`src/b64d_pkg.sv`:
```
// Shared types, status codes and the alphabet decode for the base64 stream decoder.
`timescale 1ns / 1ps

package b64d_pkg;

	localparam logic [2:0] ST_OK             = 3'd0;
	localparam logic [2:0] ST_BAD_CHAR       = 3'd1;
	localparam logic [2:0] ST_DATA_AFTER_PAD = 3'd2;
	localparam logic [2:0] ST_TOO_MANY_PADS  = 3'd3;
	localparam logic [2:0] ST_CAPACITY       = 3'd4;
	localparam logic [2:0] ST_INCOMPLETE     = 3'd5;

	localparam logic OP_CHAR   = 1'b0;
	localparam logic OP_FINISH = 1'b1;

	localparam logic [7:0] CH_CR    = 8'h0d;
	localparam logic [7:0] CH_LF    = 8'h0a;
	localparam logic [7:0] CH_SPACE = 8'h20;
	localparam logic [7:0] CH_TAB   = 8'h09;
	localparam logic [7:0] CH_PAD   = 8'h3d;

	// One pending output record: up to three data bytes, or one status result.
	typedef struct packed {
		logic        is_status;
		logic [23:0] bytes;
		logic [1:0]  last_idx;
		logic [2:0]  status;
		logic [15:0] base;
	} res_entry_t;

	typedef struct packed {
		logic       valid;
		logic [5:0] value;
	} sextet_t;

	function automatic sextet_t sextet_decode(input logic [7:0] ch);
		sextet_t r;
		r.valid = 1'b1;
		r.value = 6'd0;
		if (ch >= 8'h41 && ch <= 8'h5a) begin
			r.value = 6'(ch - 8'h41);
		end else if (ch >= 8'h61 && ch <= 8'h7a) begin
			r.value = 6'(ch - 8'h61 + 8'd26);
		end else if (ch >= 8'h30 && ch <= 8'h39) begin
			r.value = 6'(ch - 8'h30 + 8'd52);
		end else if (ch == 8'h2b) begin
			r.value = 6'd62;
		end else if (ch == 8'h2f) begin
			r.value = 6'd63;
		end else begin
			r.valid = 1'b0;
		end
		return r;
	endfunction

endpackage

```
`src/b64d_if.sv`:
```
// Handshake channels of the base64 stream decoder: characters, results, configuration.
`timescale 1ns / 1ps

interface b64d_char_if;
	logic       valid;
	logic       ready;
	logic       op;
	logic [7:0] in_char;
	modport source (output valid, output op, output in_char, input ready);
	modport sink   (input valid, input op, input in_char, output ready);
endinterface

interface b64d_res_if;
	logic        valid;
	logic        ready;
	logic        is_status;
	logic [7:0]  data_byte;
	logic [2:0]  status;
	logic [15:0] byte_count;
	logic        last;
	modport source (output valid, output is_status, output data_byte, output status,
		output byte_count, output last, input ready);
	modport sink   (input valid, input is_status, input data_byte, input status,
		input byte_count, input last, output ready);
endinterface

interface b64d_cfg_if;
	logic        valid;
	logic        ready;
	logic [15:0] data;
	modport source (output valid, output data, input ready);
	modport sink   (input valid, input data, output ready);
endinterface

```
`src/base64_stream_decoder.sv`:
```
// Base64 stream decoder: one character per item in, data bytes and a status result out.
//
// Channels: chars carries op and in_char; op set marks the end of a string. results
// carries decoded bytes (is_status low) and one status result per finish item, which
// reports the sticky error (or incomplete) and byte count, then clears string state.
// cfg writes output_capacity (reset 65535) and is always ready; write it only idle.
// Whitespace, characters after an error and characters after a padded group give
// no result.
// Throughput: one character item a cycle while chars.ready is high. Each item is
// decoded in the cycle it is accepted; a completed group or finish loads a record
// into a two-deep result buffer that is unpacked one result a cycle while results.ready
// is high, so a group of four characters yields up to three bytes at the pace it arrives.
// Latency: the first result of an item appears the cycle after acceptance when the
// buffer is empty. chars.ready falls only while both buffer records are held, which
// happens when the receiver stalls or a finish arrives before a group's bytes are out.
// Reset clears all string state and the buffer; output_capacity returns to 65535.
`timescale 1ns / 1ps

module base64_stream_decoder (
	input  logic            clk,
	input  logic            arst_n,
	b64d_char_if.sink       chars,
	b64d_res_if.source      results,
	b64d_cfg_if.sink        cfg
);

	logic [15:0] cap_q;
	logic [23:0] acc_q;
	logic [1:0]  pos_q;
	logic [2:0]  pad_q;
	logic        stop_q;
	logic [2:0]  err_q;
	logic [15:0] count_q;

	b64d_pkg::res_entry_t cur_q, nxt_q;
	logic                 cur_v_q, nxt_v_q;
	logic [1:0]           sub_q;

	// Next-state of the string decoder
	logic [23:0] acc_d;
	logic [1:0]  pos_d;
	logic [2:0]  pad_d;
	logic        stop_d;
	logic [2:0]  err_d;
	logic [15:0] count_d;
	logic        push;
	b64d_pkg::res_entry_t push_e;

	b64d_pkg::sextet_t sx;
	logic [2:0]  pad_inc;
	logic [23:0] acc_sh;
	logic        in_acc;
	logic        ws;

	assign chars.ready = !nxt_v_q;
	assign in_acc      = chars.valid && chars.ready;
	assign cfg.ready   = 1'b1;

	assign sx        = b64d_pkg::sextet_decode(chars.in_char);
	assign pad_inc   = pad_q + 3'd1;
	assign ws        = chars.in_char == b64d_pkg::CH_CR || chars.in_char == b64d_pkg::CH_LF ||
		chars.in_char == b64d_pkg::CH_SPACE || chars.in_char == b64d_pkg::CH_TAB;

	always_comb begin
		acc_d   = acc_q;
		pos_d   = pos_q;
		pad_d   = pad_q;
		stop_d  = stop_q;
		err_d   = err_q;
		count_d = count_q;
		push    = 1'b0;
		acc_sh  = acc_q;
		push_e  = '0;
		if (chars.op == b64d_pkg::OP_FINISH) begin
			push             = 1'b1;
			push_e.is_status = 1'b1;
			push_e.base      = count_q;
			push_e.status    = (err_q == b64d_pkg::ST_OK && pos_q != 2'd0) ?
				b64d_pkg::ST_INCOMPLETE : err_q;
			acc_d   = '0;
			pos_d   = '0;
			pad_d   = '0;
			stop_d  = 1'b0;
			err_d   = b64d_pkg::ST_OK;
			count_d = '0;
		end else if (err_q == b64d_pkg::ST_OK && !stop_q && !ws) begin
			if (chars.in_char == b64d_pkg::CH_PAD) begin
				pad_d  = pad_inc;
				acc_sh = {acc_q[17:0], 6'd0};
			end else if (pad_q != 3'd0) begin
				err_d = b64d_pkg::ST_DATA_AFTER_PAD;
			end else if (!sx.valid) begin
				err_d = b64d_pkg::ST_BAD_CHAR;
			end else begin
				acc_sh = {acc_q[17:0], sx.value};
			end
			if (err_d == b64d_pkg::ST_OK) begin
				acc_d = acc_sh;
				if (pos_q != 2'd3) begin
					pos_d = pos_q + 2'd1;
				end else begin
					pos_d = 2'd0;
					if (pad_d >= 3'd3) begin
						err_d = b64d_pkg::ST_TOO_MANY_PADS;
					end else begin
						// pad_d is 0..2 here; recompute byte count from it
						if (count_q + 17'(3'd3 - pad_d) > {1'b0, cap_q}) begin
							err_d = b64d_pkg::ST_CAPACITY;
						end else begin
							push             = 1'b1;
							push_e.bytes     = acc_sh;
							push_e.last_idx  = 2'(3'd2 - pad_d);
							push_e.base      = count_q;
							count_d          = 16'(count_q + 17'(3'd3 - pad_d));
							acc_d            = '0;
							stop_d           = pad_d != 3'd0;
						end
					end
				end
			end
		end
	end

	// Result buffer: cur is being unpacked, nxt waits behind it
	logic cur_done;
	logic cur_free;
	assign cur_done = cur_v_q && results.ready && sub_q == cur_q.last_idx;
	assign cur_free = cur_done || !cur_v_q;

	always_ff @(posedge clk or negedge arst_n) begin
		if (!arst_n) begin
			cap_q   <= 16'hffff;
			acc_q   <= '0;
			pos_q   <= '0;
			pad_q   <= '0;
			stop_q  <= 1'b0;
			err_q   <= b64d_pkg::ST_OK;
			count_q <= '0;
			cur_v_q <= 1'b0;
			nxt_v_q <= 1'b0;
			sub_q   <= '0;
		end else begin
			if (cfg.valid) begin
				cap_q <= cfg.data;
			end
			if (in_acc) begin
				acc_q   <= acc_d;
				pos_q   <= pos_d;
				pad_q   <= pad_d;
				stop_q  <= stop_d;
				err_q   <= err_d;
				count_q <= count_d;
			end
			if (cur_free) begin
				sub_q <= '0;
				if (nxt_v_q) begin
					cur_v_q <= 1'b1;
					nxt_v_q <= in_acc && push;
				end else begin
					cur_v_q <= in_acc && push;
				end
			end else begin
				if (results.ready) begin
					sub_q <= sub_q + 2'd1;
				end
				if (in_acc && push) begin
					nxt_v_q <= 1'b1;
				end
			end
		end
	end

	always_ff @(posedge clk) begin
		if (cur_free) begin
			if (nxt_v_q) begin
				cur_q <= nxt_q;
				nxt_q <= push_e;
			end else begin
				cur_q <= push_e;
			end
		end else if (in_acc && push) begin
			nxt_q <= push_e;
		end
	end

	always_comb begin
		results.valid      = cur_v_q;
		results.is_status  = cur_q.is_status;
		results.status     = cur_q.is_status ? cur_q.status : b64d_pkg::ST_OK;
		results.last       = sub_q == cur_q.last_idx;
		results.byte_count = cur_q.is_status ? cur_q.base :
			16'(cur_q.base + {14'd0, sub_q} + 16'd1);
		results.data_byte  = 8'd0;
		if (!cur_q.is_status) begin
			unique case (sub_q)
				2'd0:    results.data_byte = cur_q.bytes[23:16];
				2'd1:    results.data_byte = cur_q.bytes[15:8];
				2'd2:    results.data_byte = cur_q.bytes[7:0];
				default: results.data_byte = 8'd0;
			endcase
		end
	end

	a_nxt_behind_cur: assert property (@(posedge clk) disable iff (!arst_n)
		nxt_v_q |-> cur_v_q)
		else $error("waiting record without a record in unpacking");

	a_status_single: assert property (@(posedge clk) disable iff (!arst_n)
		(cur_v_q && cur_q.is_status) |-> (cur_q.last_idx == 2'd0 && sub_q == 2'd0))
		else $error("status record unpacked as more than one result");

	a_stall_holds_sub: assert property (@(posedge clk) disable iff (!arst_n)
		(cur_v_q && !results.ready) |=> (cur_v_q && $stable(sub_q)))
		else $error("result advanced while receiver stalled");

	a_pads_fit_group: assert property (@(posedge clk) disable iff (!arst_n)
		(err_q == b64d_pkg::ST_OK && !stop_q) |-> (pad_q <= {1'b0, pos_q}))
		else $error("pad count exceeds sextets held");

	a_sub_in_range: assert property (@(posedge clk) disable iff (!arst_n)
		cur_v_q |-> (sub_q <= cur_q.last_idx))
		else $error("result index beyond record");

endmodule

```
`src/flat_wrapper.sv`:
```
// flat-port wrapper written by rule: the top's interface ports become plain ports
module base64_stream_decoder_flat 
  (clk, arst_n, chars_valid, chars_op, chars_in_char, chars_ready, results_valid, results_is_status, results_data_byte, results_status, results_byte_count, results_last, results_ready, cfg_valid, cfg_data, cfg_ready);
  b64d_char_if chars_i ();
  b64d_res_if results_i ();
  b64d_cfg_if cfg_i ();
  input  logic clk;
  input  logic arst_n;
  input wire logic [$bits(chars_i.valid)-1:0] chars_valid;
  input wire logic [$bits(chars_i.op)-1:0] chars_op;
  input wire logic [$bits(chars_i.in_char)-1:0] chars_in_char;
  output wire logic [$bits(chars_i.ready)-1:0] chars_ready;
  output wire logic [$bits(results_i.valid)-1:0] results_valid;
  output wire logic [$bits(results_i.is_status)-1:0] results_is_status;
  output wire logic [$bits(results_i.data_byte)-1:0] results_data_byte;
  output wire logic [$bits(results_i.status)-1:0] results_status;
  output wire logic [$bits(results_i.byte_count)-1:0] results_byte_count;
  output wire logic [$bits(results_i.last)-1:0] results_last;
  input wire logic [$bits(results_i.ready)-1:0] results_ready;
  input wire logic [$bits(cfg_i.valid)-1:0] cfg_valid;
  input wire logic [$bits(cfg_i.data)-1:0] cfg_data;
  output wire logic [$bits(cfg_i.ready)-1:0] cfg_ready;
  assign chars_i.valid = chars_valid;
  assign chars_i.op = chars_op;
  assign chars_i.in_char = chars_in_char;
  assign chars_ready = chars_i.ready;
  assign results_valid = results_i.valid;
  assign results_is_status = results_i.is_status;
  assign results_data_byte = results_i.data_byte;
  assign results_status = results_i.status;
  assign results_byte_count = results_i.byte_count;
  assign results_last = results_i.last;
  assign results_i.ready = results_ready;
  assign cfg_i.valid = cfg_valid;
  assign cfg_i.data = cfg_data;
  assign cfg_ready = cfg_i.ready;
  base64_stream_decoder u_core (.clk(clk), .arst_n(arst_n), .chars(chars_i), .results(results_i), .cfg(cfg_i));
endmodule
```
`config.mk`:
```
export PLATFORM = sky130hd
export DESIGN_NAME = base64_stream_decoder_flat
export DESIGN_NICKNAME = d
export VERILOG_FILES = /design/src/b64d_pkg.sv /design/src/b64d_if.sv /design/src/base64_stream_decoder.sv /design/src/flat_wrapper.sv
export SDC_FILE = /design/constraint.sdc
export NUM_CORES = 1
export LEC_CHECK = 0
export BUFFER_PORTS_ARGS = -buffer_cell sky130_fd_sc_hd__buf_2
export CORE_ASPECT_RATIO = 0.8
export CORE_MARGIN = 2
export CORE_UTILIZATION = 61
export DETAILED_ROUTE_END_ITERATION = 16
export GPL_TIMING_DRIVEN = 0
export PLACE_DENSITY = 0.86
export SLEW_MARGIN = 20
export SYNTH_ARGS = -nofsm -noshare
export SYNTH_HDL_FRONTEND = slang
export SYNTH_SLANG_ARGS = --single-unit
```
`constraint.sdc`:
```
create_clock -name clk -period 19 [get_ports clk]
set_input_delay 2.85 -clock clk [delete_from_list [all_inputs] [get_ports clk]]
set_output_delay 2.85 -clock clk [all_outputs]
set_load 0.02 [all_outputs]
```
==> results of run 1 <==
## cell usage in the layout, fill, tap and decap left out, drive strengths merged, types with 19 or more instances in the layout
cell,instances
dfrtp,53
mux2,19
a21oi,33
o31ai,35
o21ai,51
ha,53
and2,26
nor2,68
edfxtp,92
buf,75
xnor2,24
nand2,104
a22o,21
clkbuf,48
inv,49
## how the worst max path moves through the flow
stage	from	end	slack, ns	cells past startpoint
floorplan	chars_in_char[1]	u_core.nxt_q[0]	7.15	24
global placement	chars_in_char[1]	u_core.nxt_q[35]	4.78	25
detailed placement	chars_in_char[3]	u_core.nxt_q[36]	8.63	25
CTS	chars_in_char[3]	u_core.nxt_q[32]	9.01	25
global route	chars_in_char[3]	u_core.nxt_q[32]	8.26	25
finish	chars_in_char[3]	u_core.nxt_q[32]	8.89	25
## power breakdown
| group | internal, mW | switching (mW) |
|---|---|---|
| combinational | 0.255 | 0.425 |
| clock | 0.184 | 0.150 |
| sequential | 0.543 | 0.0763 |
| total | 0.981 | 0.651 |
## flip-flops by register name (all words and copies together) (netlist names)
name                      cells
u_core.nxt_q                 46
u_core.nxt_v_q                1
u_core.results.is_status      1
u_core.stop_q                 1
u_core.err_q                  3
u_core.pos_q                  2
u_core.count_q               16
u_core.cur_q                 45
u_core.results.valid          1
u_core.acc_q                 24
u_core.pad_q                  3
u_core.sub_q                  2
u_core.cap_q                 16
## cells by family (layout without fill, tap and decap cells)
kind of cell,after synthesis,in the layout,synth area share
AO/OA/AOI/OAI,219,219,0.177
XOR/XNOR,31,31,0.0298
adder cells (fa/ha/maj),55,55,0.0772
buffers and inverters,88,183,0.0401
flip-flops,161,161,0.495
multiplexers,37,37,0.0433
other,1,1,0.000412
AND/OR/NAND/NOR,269,269,0.138
## layer usage
metal,vias up,share of wire,global-route usage
met3,30,0.085,0.0605
met5,-,0,0
li1,3332,-,-
met2,355,0.44,0.413
met1,3379,0.46,0.415
met4,0,0.016,0.0647
## stage by stage
step,cells,utilization
after global placement,1104,0.667
after global routing,1140,0.715
after detailed placement,1108,0.675
final,1140,0.715
after CTS,1140,0.715
after floorplan,861,-
## area by class of cell
class | instances | area [um2] | share of cell area
clock inverters | 15 | 155 | 0.0150
plain buffers | 43 | 196 | 0.0190
inverters | 45 | 169 | 0.0164
repair buffers | 63 | 388 | 0.0375
flip-flops and latches | 161 | 4510 | 0.437
multi-input cells | 612 | 4260 | 0.412
clock buffers | 17 | 425 | 0.0412
well taps | 184 | 230 | 0.0223
==> summary by stage, run 1 <==
Synth
Yosys attributes the largest share of cell area to sky130_fd_sc_hd__edfxtp_1 30%, sky130_fd_sc_hd__dfrtp_1 15%, sky130_fd_sc_hd__ha_1 7.3%. The share of synthesized registers carrying an async set or reset is 0.429. The most used flip-flop cell after synthesis is sky130_fd_sc_hd__edfxtp_1. The number of register bits inferred by synthesis is 161. Ranked by instance count, the synthesized netlist is headed by 103 x sky130_fd_sc_hd__nand2_1, 92 x sky130_fd_sc_hd__edfxtp_1, 67 x sky130_fd_sc_hd__nor2_1. Of the post-synthesis cell area, the dominant cell type holds 0.303. Yosys printed 0 warnings. Each instance of the synthesized netlist takes up on average 10.6 um2. The number of distinct library cells after synthesis is 76. The post-synthesis cell count is 861. For this run, the register share of the synthesized area comes to 0.495. Among all cell types in the netlist, the one instantiated most often is sky130_fd_sc_hd__nand2_1.

Yosys mapped a number of flops with a built-in enable equal to between 90 and 100. The cell taking the most area after synthesis is sky130_fd_sc_hd__edfxtp_1. The cell area that synthesis handed to floorplanning was slightly above 9000 um2.

The number of nets handed over by synthesis was 946.

Finish
After the last flow step, the layout net total stands at 1028. The area growth from synthesis to layout is 13.4%. 0 antenna diodes ended up in the layout. The finished cells cover 10300 um2. The share of cells above drive strength 1 is 0.177.

The number of fill cells is 1016.

Hold path
The endpoint of the worst hold-timing path is u_core.acc_q[22]. The number of cells on the worst hold path is 1. The hold path startpoint is u_core.acc_q[22]. The path category of the worst min-delay check is flip-flop to flip-flop.

Detailed routing
After detailed routing, the number of vias per cell comes to slightly above 6. Before antenna repair, the detailed router went through 5 iterations. The iteration-0 DRC count of the detailed router is 820. In the routed design, unresolved DRC markers number 0. The total number of vias is 7096. The final wirelength is 21000 um. Once detail routing completed, the nets flagged for antenna violations numbered 0. In the final routed layout, each cell accounts on average for between 15 and 20 um.

Clocking
The clock drives between 150 and 200 sinks. The longest clock path from root to sink contains 2 buffers. Counting the buffers created by CTS gives 17.

TritonCTS built the clock tree. The root buffer cell is sky130_fd_sc_hd__clkbuf_16. The clock transition at the registers of the reported paths is 0.06 ns. After clock tree synthesis, the repair step resized 0 gates.

The clock tree synthesis step divided the H-tree into 4 levels. Hold repair after CTS inserted 0 buffers. The clock latency on the worst-skew pair is between 0.4 and 0.5 ns.

The number of setup buffers added after CTS is 0.

Worst setup path
The signal arrival time at the worst endpoint is 10.24 ns. Broken down by cell family, the worst path's largest delay share belongs to compound AO/OA/AOI/OAI gates. The depth of the worst register-to-register path is 22. The critical path launch point type is a primary input. The reg-to-reg startpoint is u_core.pad_q[0]. The reg-to-reg setup timing slack is 11.48 ns. The critical path's slowest cell is sky130_fd_sc_hd__a2111oi_1. On the worst path, the slowest cell contributes a delay of 0.67 ns. Counting both buffers and inverters, the worst setup path holds a total of 4. The worst register-to-register path ends at u_core.nxt_q[32]. The critical path data required time is 19.13 ns. The largest fanout on the critical path is 23. Among the stages of the critical path, the cell type that occurs most often is sky130_fd_sc_hd__ha_1. The capturing element type of the critical path is a flip-flop. The kind of critical path is primary input to flip-flop.

Floorplanning
The count of standard-cell rows is 39. The core outline area is 14400 um2. The effective utilization at floorplan is 0.631. The count of pins on the block boundary is 62. In this run the vertical extent of the chip is between 100 and 150 um. The die covers 15900 um2. The die extent in x is 141 um.

Timing
Final hold analysis gives a worst-case slack of 0.508 ns. The measured slew at the worst slew-check pin is 0.809 ns. Setup repair after global routing left no endpoint under its margin. The count of final hold-check violations came to 0.

The relative max-transition margin is 0.459. After layout, the worst setup slack is 8.89 ns. Timing would allow up to approximately 99 MHz. The period utilization is 0.532. Setup total negative slack on the finished layout was measured at 0 ns. Setup violations remaining at the end of the flow were counted as 0. The largest clock skew in the final design is roughly 0.011 ns.

The max-slew violation total from the final report is 0. The clock period minus worst slack is 10.11 ns.

GRT
The initial antenna violation count came to 0. The number of global-route vias before repair was 6548. The global-route congestion overflow total is 0. Across every metal layer, demand over resource in global routing totals 0.275. The first global-routing pass estimated between 30000 and 40000 um of wire. The maximum number of pins on one net before global-route repair is 44.

Placed design
The final weighted congestion in routability-driven placement is 0.908. The count of buffers added on input and output ports is 59. The worst slack at placement is 8.63 ns. The detailed-placement wirelength estimate is 15100 um. Once placement finished, the instance area stood at 9750 um2.

Run
The reported max-cap violation count is 0.

Outcome
The run finished with clean final reports.

Power and ir drop
The post-route total power is 1.63 mW. The worst vdd rail ir drop is 0.0771 mV. The power density over cell area is around 160 nW/um2. The leakage power of the design is 4.24 nW.
Note: power is estimated with default switching activity, not from simulation.
==> inputs of run 2 (changes only) <==
--- a/config.mk
+++ b/config.mk
@@ -5,6 +5,7 @@
 export SDC_FILE = /design/constraint.sdc
 export NUM_CORES = 1
 export LEC_CHECK = 0
+export ABC_AREA = 1
 export BUFFER_PORTS_ARGS = -buffer_cell sky130_fd_sc_hd__buf_2
 export CORE_ASPECT_RATIO = 0.8
 export CORE_MARGIN = 2
==> constraint.sdc (replaced) <==
create_clock -name clk -period 10.55 [get_ports clk]
set_input_delay 1.5825 -clock clk [delete_from_list [all_inputs] [get_ports clk]]
set_output_delay 1.5825 -clock clk [all_outputs]
set_load 0.02 [all_outputs]
==> run 2 against run 1 <==
Compared with the run above:
- sequential share of layout area fell by 2.1 points
- critical path depth rose by 6
- combinational power rose by 62%
- via count rose by 13%
- global-route usage rose by 0.95 points
- clock power rose by 99%
- count of clock-buffer cells in the layout rose by 1
- critical endpoint is now u_core.nxt_q[16]
- highest routed layer unchanged
==> summary by stage, run 2 <==
Worst setup path
The reg-to-reg setup timing slack is 5.11 ns (-6.37 ns). The worst setup path is of the primary input to flip-flop kind. The largest fanout on the critical path is 16 (-30%).

The depth of the worst register-to-register path is 27 (+23%). STA classifies the critical path endpoint as a flip-flop. The reg-to-reg startpoint is u_core.pad_q[0]. By instance count, the cell type seen most on the critical path is sky130_fd_sc_hd__nand2_1.

The critical path data required time is 10.69 ns (-8.44 ns). The critical path launch point type is a primary input. The signal arrival time at the worst endpoint was 6.84 ns (-3.40 ns). In this run the critical register-to-register path is captured at u_core.nxt_q[16]. The maximum cell stage delay along the critical path is 0.58 ns (-0.09 ns). For this design, the slowest cell found on the critical path is sky130_fd_sc_hd__o21ai_0.

Detailed routing
The final wirelength is 22600 um (+7.4%). The iteration-0 DRC count of the detailed router is 990 (+21%). The total number of vias is 8028 (+13%). The count of TritonRoute iterations in the first routing pass is 6 (+1).

The DRC violation count after routing came to 0 (unchanged). The number of antenna-violating nets in the routed design came to 0 (unchanged). The mean routed wirelength per cell was 15.9 um (-14%). The number of vias per cell after detailed routing is 5.66 (-9.1%).

Clocking
The number of levels in the clock H-tree came to 4 (unchanged). The clock latency on the worst-skew pair is 0.44 ns (about the same). The post-cts sizing count is 0 (unchanged). TritonCTS built the clock tree. The number of buffers created by CTS is 17 (unchanged). In this run the clock root is driven by a sky130_fd_sc_hd__clkbuf_16. The total clock sinks is 161 (unchanged). The clock transition at the registers of the reported paths came to 0.07 ns (about the same). The buffer levels on the longest clock path is 2 (unchanged). The buffers inserted during post-CTS setup optimization is 0 (unchanged). The number of buffers inserted for hold repair after clock tree synthesis is 0 (unchanged).

Synth
The cell taking the most area after synthesis is sky130_fd_sc_hd__edfxtp_1. The total standard cell area after synthesis came to 9560 um2 (+4.9%). The average size of a mapped cell is 8.58 um2 (-19%).

The cell with the most instances after synthesis is sky130_fd_sc_hd__nand2_1. The area share of the largest cell type after synthesis was 0.289 (-0.0143). For this run, the leading register cell type out of synthesis is sky130_fd_sc_hd__edfxtp_1. Ranked by instance count, the synthesized netlist is headed by 235 x sky130_fd_sc_hd__nand2_1, 143 x sky130_fd_sc_hd__inv_1, 98 x sky130_fd_sc_hd__nand3_1. The number of warnings issued by yosys is 0 (unchanged).

The share of synthesized registers carrying an async set or reset came to 0.429 (unchanged). The number of register bits inferred by synthesis was 161 (unchanged). The number of enable-type register cells in the synthesized netlist is 92 (unchanged). The number of distinct library cells after synthesis is 50 (-34%).

After synthesis, the cell types taking the most area are sky130_fd_sc_hd__edfxtp_1 29%, sky130_fd_sc_hd__dfrtp_1 14%, sky130_fd_sc_hd__nand2_1 9.2%. The net count of the mapped netlist is 1199 (+27%). The sequential element share of the synthesized area came to 0.472 (-0.0233). The post-synthesis cell count is 1114 (+29%).

Timing
Of the available clock period, the critical path in the final layout requires 0.635. The setup-violating endpoint count in the final report is 0 (unchanged). The setup total negative slack is 0 ns (unchanged). The clock period could shrink to between 6 and 7 ns. Setup repair after global routing left no endpoint under its margin. Based on the critical path, the design can be clocked at up to 149 MHz. The max-slew violation total from the final report is 0 (unchanged). The measured slew at the worst slew-check pin is 0.715 ns (-0.0942 ns).

The relative max-transition margin is 0.519 (+0.0598). The count of final hold-check violations is 0 (unchanged). The largest clock skew in the final design is 0.0127 ns (+0.00208 ns).

Floorplanning
The core outline area is 15200 um2 (+5.0%). The die boundary height is 116 um (+2.4%). The area of the die is 16700 um2 (+4.8%). The die extent in x came to 144 um (+2.4%). The count of standard-cell rows is 40 (+2.6%). The count of pins on the block boundary is 62 (unchanged). The effective utilization at floorplan came to 0.630 (about the same).

Power and ir drop
The power density over cell area is 262 nW/um2 (+66%). The worst vdd rail ir drop is 0.157 mV (+100%). The leakage power of the design came to 5.30 nW (+25%).

Finish
The footprint of the multi-input gates was 4250 um2 (-0.12%). The number of inserted diodes was 0 (unchanged). The share of cells above drive strength 1 was 0.146 (-0.0304). The area growth from synthesis to layout is 13.5%.

The number of fill cells was 1091 (+7.4%). In the layout the commonest cells are 235 x sky130_fd_sc_hd__nand2_1, 142 x sky130_fd_sc_hd__inv_1, 98 x sky130_fd_sc_hd__nand3_1. The library cell used most frequently in the layout, excluding fill and tap cells, is sky130_fd_sc_hd__nand2_1. The utilization of the core after routing was 0.716 (about the same). The final net count is 1281 (+25%). The largest registers in the layout are u_core.nxt_q (46), u_core.cur_q (45), u_core.acc_q (24). u_core.nxt_q holds more flip-flops than any other register.

The flip-flop and latch area was 4510 um2 (unchanged). The flip-flop count of the largest register after layout is 46 (unchanged).

Placed design
The final weighted congestion in routability-driven placement is 0.904 (-0.50%). The count of buffers inserted at the top-level ports is 59 (unchanged). The detailed-placement wirelength estimate is 16200 um (+7.0%).

Hold path
The number of cells on the worst hold path is 2 (+1). In this run the most critical hold path is launched from u_core.cap_q[5]. The worst hold path terminates at u_core.cap_q[5].

The tightest min-delay check is of the flip-flop to flip-flop type.

GRT
The initial antenna violation count came to 0 (unchanged). The global-route congestion overflow total is 0 (unchanged). The maximum number of pins on one net before global-route repair is 41 (-6.8%). The first-pass GRT wire length came to 36700 um (+6.4%). The number of global-route vias before repair came to 7411 (+13%). The aggregate global-route resource usage came to 0.285 (+0.00946).

Run
The reported max-cap violation count is 0 (unchanged).

Outcome
The flow ran to the end, and the final reports show no timing, DRC or antenna violations.
-- run 2: cells by family after synthesis --
logic type / synth area share
AOI/OAI and AO/OA: 0.116
xor gates and xnor gates: 0.0302
DFF: 0.472
and+or+nand+nor: 0.221
other: 0.000392
buffers and inverters: 0.0846
adders and majority gates: 0.0736
muxes: 0.00236
-- run 2: layer usage --
metal / up-vias / part of all wire / track usage
li1: 3849 / - / -
met2: 451 / 0.44 / 0.437
met3: 48 / 0.098 / 0.0690
met5: - / 0 / 0
met1: 3680 / 0.44 / 0.404
met4: 0 / 0.020 / 0.0908
-- run 2: how the worst max path moves through the flow --
stage / slack (ns) / cells past startpoint / start / endpoint
3_5_place_dp: 3.58 / 31 / chars_in_char[1] / u_core.nxt_q[34]
3_3_place_gp: 1.44 / 30 / chars_in_char[1] / u_core.nxt_q[34]
6_report: 3.85 / 31 / chars_in_char[1] / u_core.nxt_q[16]
4_1_cts: 3.97 / 31 / chars_in_char[1] / u_core.nxt_q[16]
5_1_grt: 3.41 / 31 / chars_in_char[1] / u_core.nxt_q[16]
2_1_floorplan: 2.92 / 29 / chars_in_char[1] / u_core.nxt_q[0]
-- run 2: where the power goes --
group | total [mW] | leakage (nW) | internal (mW) | switching (mW)
Clock | 0.662 | 0.311 | 0.387 | 0.275
Sequential | 1.07 | 1.75 | 0.944 | 0.131
Combinational | 1.10 | 3.24 | 0.367 | 0.734
-- run 2: final cells by class --
class / count / share of cell area
multi-input combinational: 756 / 0.392
buffer: 48 / 0.0229
sequential: 161 / 0.416
clock buffer: 18 / 0.0405
tap: 210 / 0.0242
inverter: 149 / 0.0515
timing repair buffer: 63 / 0.0357
clock inverter: 14 / 0.0178
-- run 2: per-stage QoR --
step | power, mW | hold slack, ns | area [um2] | cells | setup WS [ns]
floorplan | 1.81 | 0.443 | 9560 | 1114 | 2.92
global placement | 2.07 | 0.473 | 10100 | 1383 | 1.44
detailed placement | 2.15 | 0.483 | 10200 | 1387 | 3.58
CTS | 2.83 | 0.496 | 10900 | 1419 | 3.97
global route | 3.01 | 0.514 | 10900 | 1419 | 3.41
finish | 2.84 | 0.498 | 10900 | 1419 | 3.85
-- run 2: worst max-delay path: cells and delay by family --
family / cells / cell delay, ns
fa+ha+maj: 3 / 0.76
buf+inv: 6 / 0.84
xor+xnor: 1 / 0.29
simple gates: 13 / 1.30
compound gates: 8 / 2.03
==> inputs of run 3 (changes only) <==
--- a/config.mk
+++ b/config.mk
@@ -5,7 +5,7 @@
 export SDC_FILE = /design/constraint.sdc
 export NUM_CORES = 1
 export LEC_CHECK = 0
-export ABC_AREA = 1
+export ABC_AREA = 0
 export BUFFER_PORTS_ARGS = -buffer_cell sky130_fd_sc_hd__buf_2
 export CORE_ASPECT_RATIO = 0.8
 export CORE_MARGIN = 2
==> constraint.sdc (replaced) <==
create_clock -name clk -period 6.5 [get_ports clk]
set_input_delay 0.975 -clock clk [delete_from_list [all_inputs] [get_ports clk]]
set_output_delay 0.975 -clock clk [all_outputs]
set_load 0.02 [all_outputs]
==> run 3 against run 2 <==
Compared with the run above:
- critical path depth fell by 5
- count of clock-buffer cells in the layout increased by 2
- utilization is 2.6 points higher
- register-to-register slack got worse by 4.5 ns
- power rose by 71%
- critical path type unchanged
- highest routed layer unchanged
==> summary by stage, run 3 (synthesis results as in run 1) <==
Worst setup path
The critical path launch point type is a primary input. The capturing element type of the critical path is a flip-flop. The signal arrival time at the worst endpoint is 6.47 ns (-0.37 ns). The kind of critical path is primary input to flip-flop. The cell family contributing the most delay on the critical path is compound AO/OA/AOI/OAI gates. The critical path's slowest cell is sky130_fd_sc_hd__or4b_1. The maximum cell stage delay along the critical path is 0.49 ns (-0.09 ns). The buffering stage count on the worst path with inverters included is 6 (unchanged).

The critical path data required time is 6.65 ns (-4.04 ns). The largest fanout on the critical path is 7 (-9).

Finish
The largest registers in the layout are u_core.nxt_q (46), u_core.cur_q (45), u_core.acc_q (24). u_core.nxt_q holds more flip-flops than any other register. The library cells used most frequently in the layout, excluding fill and tap cells, are 102 x sky130_fd_sc_hd__nand2_1, 92 x sky130_fd_sc_hd__edfxtp_1, 65 x sky130_fd_sc_hd__nor2_1.

The area of all placed cells without fillers is 10700 um2 (-1.3%). The filler-free cell count of the finished design is 1158 (-18%). The library cell used most frequently in the layout, excluding fill and tap cells, is sky130_fd_sc_hd__nand2_1. The area growth from synthesis to layout is 17.5%.

The number of inserted diodes was 0 (unchanged). The number of fill cells is 925 (-15%). The final net count came to 1046 (-18%).

The flip-flop count of the largest register after layout is 46 (unchanged). The share of cells above drive strength 1 came to 0.224 (+0.0774). The utilization of the core after routing is 0.741 (+0.0257).

Detailed routing
The count of TritonRoute iterations in the first routing pass came to 5 (-1). The final wirelength was 21300 um (-5.6%). The mean routed wirelength per cell is 18.4 um (+16%). The total number of vias is 7146 (-11%). The iteration-0 DRC count of the detailed router is 766 (-23%). The number of antenna-violating nets in the routed design is 0 (unchanged). The DRC violation count after routing is 0 (unchanged). The number of vias per cell after detailed routing is 6.17 (+9.1%).

Power and ir drop
The worst vdd rail ir drop is 0.256 mV (+63%). The leakage power of the design came to 4.39 nW (-17%). The power density over cell area is 454 nW/um2 (+74%).

The post-route total power is 4.86 mW (+71%).

Timing
The period utilization is 0.973. The relative max-transition margin came to 0.474 (-0.0444). The setup-violating endpoint count in the final report is 0 (unchanged). The largest clock skew in the final design is 0.00967 ns (-0.00301 ns). The max-slew violation total from the final report is 0 (unchanged). The measured slew at the worst slew-check pin is 0.786 ns (+0.0712 ns).

The tightest hold margin is 0.482 ns (-0.0166 ns). The setup total negative slack is 0 ns (unchanged). The fmax is 158 MHz. The count of final hold-check violations is 0 (unchanged). The smallest setup slack after layout is 0.177 ns (-3.67 ns). Counting I/O delays and the setup requirement, the final critical path takes 6.32 ns.

Clocking
The total clock sinks was 161 (unchanged). The number of buffers created by CTS is 17 (unchanged). The root buffer cell is sky130_fd_sc_hd__clkbuf_16. The buffer levels on the longest clock path is 2 (unchanged). The number of levels in the clock H-tree came to 4 (unchanged).

The clock latency on the worst-skew pair is 0.44 ns (about the same). The clock transition at the registers of the reported paths is 0.06 ns (about the same). The TritonCTS clock tree is yes.

Placed design
The worst slack at placement came to -1.11 ns (-4.69 ns). The number of placed instances with taps included is 1107 (-20%). The final weighted congestion in routability-driven placement is 0.906 (+0.27%). The count of buffers inserted at the top-level ports is 59 (unchanged). The detailed-placement wirelength estimate came to 14900 um (-8.0%).

The instance area at placement is 9880 um2 (-3.3%).

Floorplanning
The die extent in x is 141 um (-2.3%). The area of the die came to 15900 um2 (-4.6%). The core outline area is 14400 um2 (-4.8%).

The count of standard-cell rows was 39 (-2.5%). The effective utilization at floorplan is 0.631 (about the same). The count of pins on the block boundary is 62 (unchanged).

The die boundary height came to 113 um (-2.3%).

Hold path
In this run the worst hold path is classified as primary input to async pin.

GRT
The aggregate global-route resource usage is 0.272 (-0.0124). The first-pass GRT wire length is 33800 um (-7.8%). The maximum number of pins on one net before global-route repair was 38 (-7.3%). The number of global-route vias before repair came to 6562 (-11%).

The global-route congestion overflow total was 0 (unchanged). The initial antenna violation count is 0 (unchanged).

Run
The reported max-cap violation count is 0 (unchanged).

Outcome
The run finished with clean final reports.
==> run 3: changes by cell type in the layout (fill, tap and decap cells not counted), moves of 12 or more <==
cell and change:
sky130_fd_sc_hd__nand2_1 -133, sky130_fd_sc_hd__inv_1 -100, sky130_fd_sc_hd__nand3_1 -81, sky130_fd_sc_hd__a21oi_1 -48
sky130_fd_sc_hd__o21ai_0 -42, sky130_fd_sc_hd__and2_1 +23, sky130_fd_sc_hd__o31ai_1 +22, sky130_fd_sc_hd__a22o_1 +21
sky130_fd_sc_hd__mux2i_1 +18, sky130_fd_sc_hd__xor2_1 -18, sky130_fd_sc_hd__mux2_2 +17, sky130_fd_sc_hd__xnor2_1 +14
sky130_fd_sc_hd__o31ai_2 +12
==> run 3: power by group <==
group	total, mW	leakage, nW	switching [mW]	internal (mW)
combinational	2.14	2.40	1.30	0.839
clock	0.907	0.253	0.408	0.499
sequential	1.82	1.74	0.229	1.59
total	4.86	4.39	1.94	2.93
==> run 3: worst paths after layout <==
kind,start,endpoint,slack (ns),cells past startpoint
min in group clk,u_core.acc_q[19],u_core.acc_q[19],0.51,1
max in group asynchronous,arst_n,u_core.count_q[9],5.47,2
min,arst_n,u_core.acc_q[16],0.48,1
max reg2reg,u_core.pad_q[0],u_core.nxt_q[36],0.59,22
max,chars_in_char[1],u_core.nxt_q[36],0.18,26
min reg2reg,u_core.acc_q[19],u_core.acc_q[19],0.51,1
==> run 3: cell type report <==
| type | instances | area, um2 | area share |
|---|---|---|---|
| Multi-Input combinational cell | 613 | 4510 | 0.421 |
| Sequential cell | 161 | 4510 | 0.421 |
| Clock buffer | 20 | 447 | 0.0417 |
| Buffer | 43 | 226 | 0.0212 |
| Tap cell | 184 | 230 | 0.0215 |
| Timing Repair Buffer | 80 | 523 | 0.0488 |
| Clock inverter | 12 | 83.8 | 0.00783 |
| Inverter | 45 | 176 | 0.0165 |
==> run 3: per-layer routing <==
layer	vias to the layer above	wire [um]	GRT usage
li1	3374	-	-
met1	3364	9720	0.409
met2	373	9410	0.406
met3	35	1870	0.0554
met4	0	338	0.0780
met5	-	0	0
==> run 3: timing repair <==
| action | CTS | global route |
|---|---|---|
| gates resized for setup | 8 | 27 |
| endpoints found under the setup margin | 76 | 121 |
| setup buffers | 3 | 13 |
| hold buffers | 0 | 0 |
| pin swaps | 2 | 11 |
| cloned | 1 | 2 |
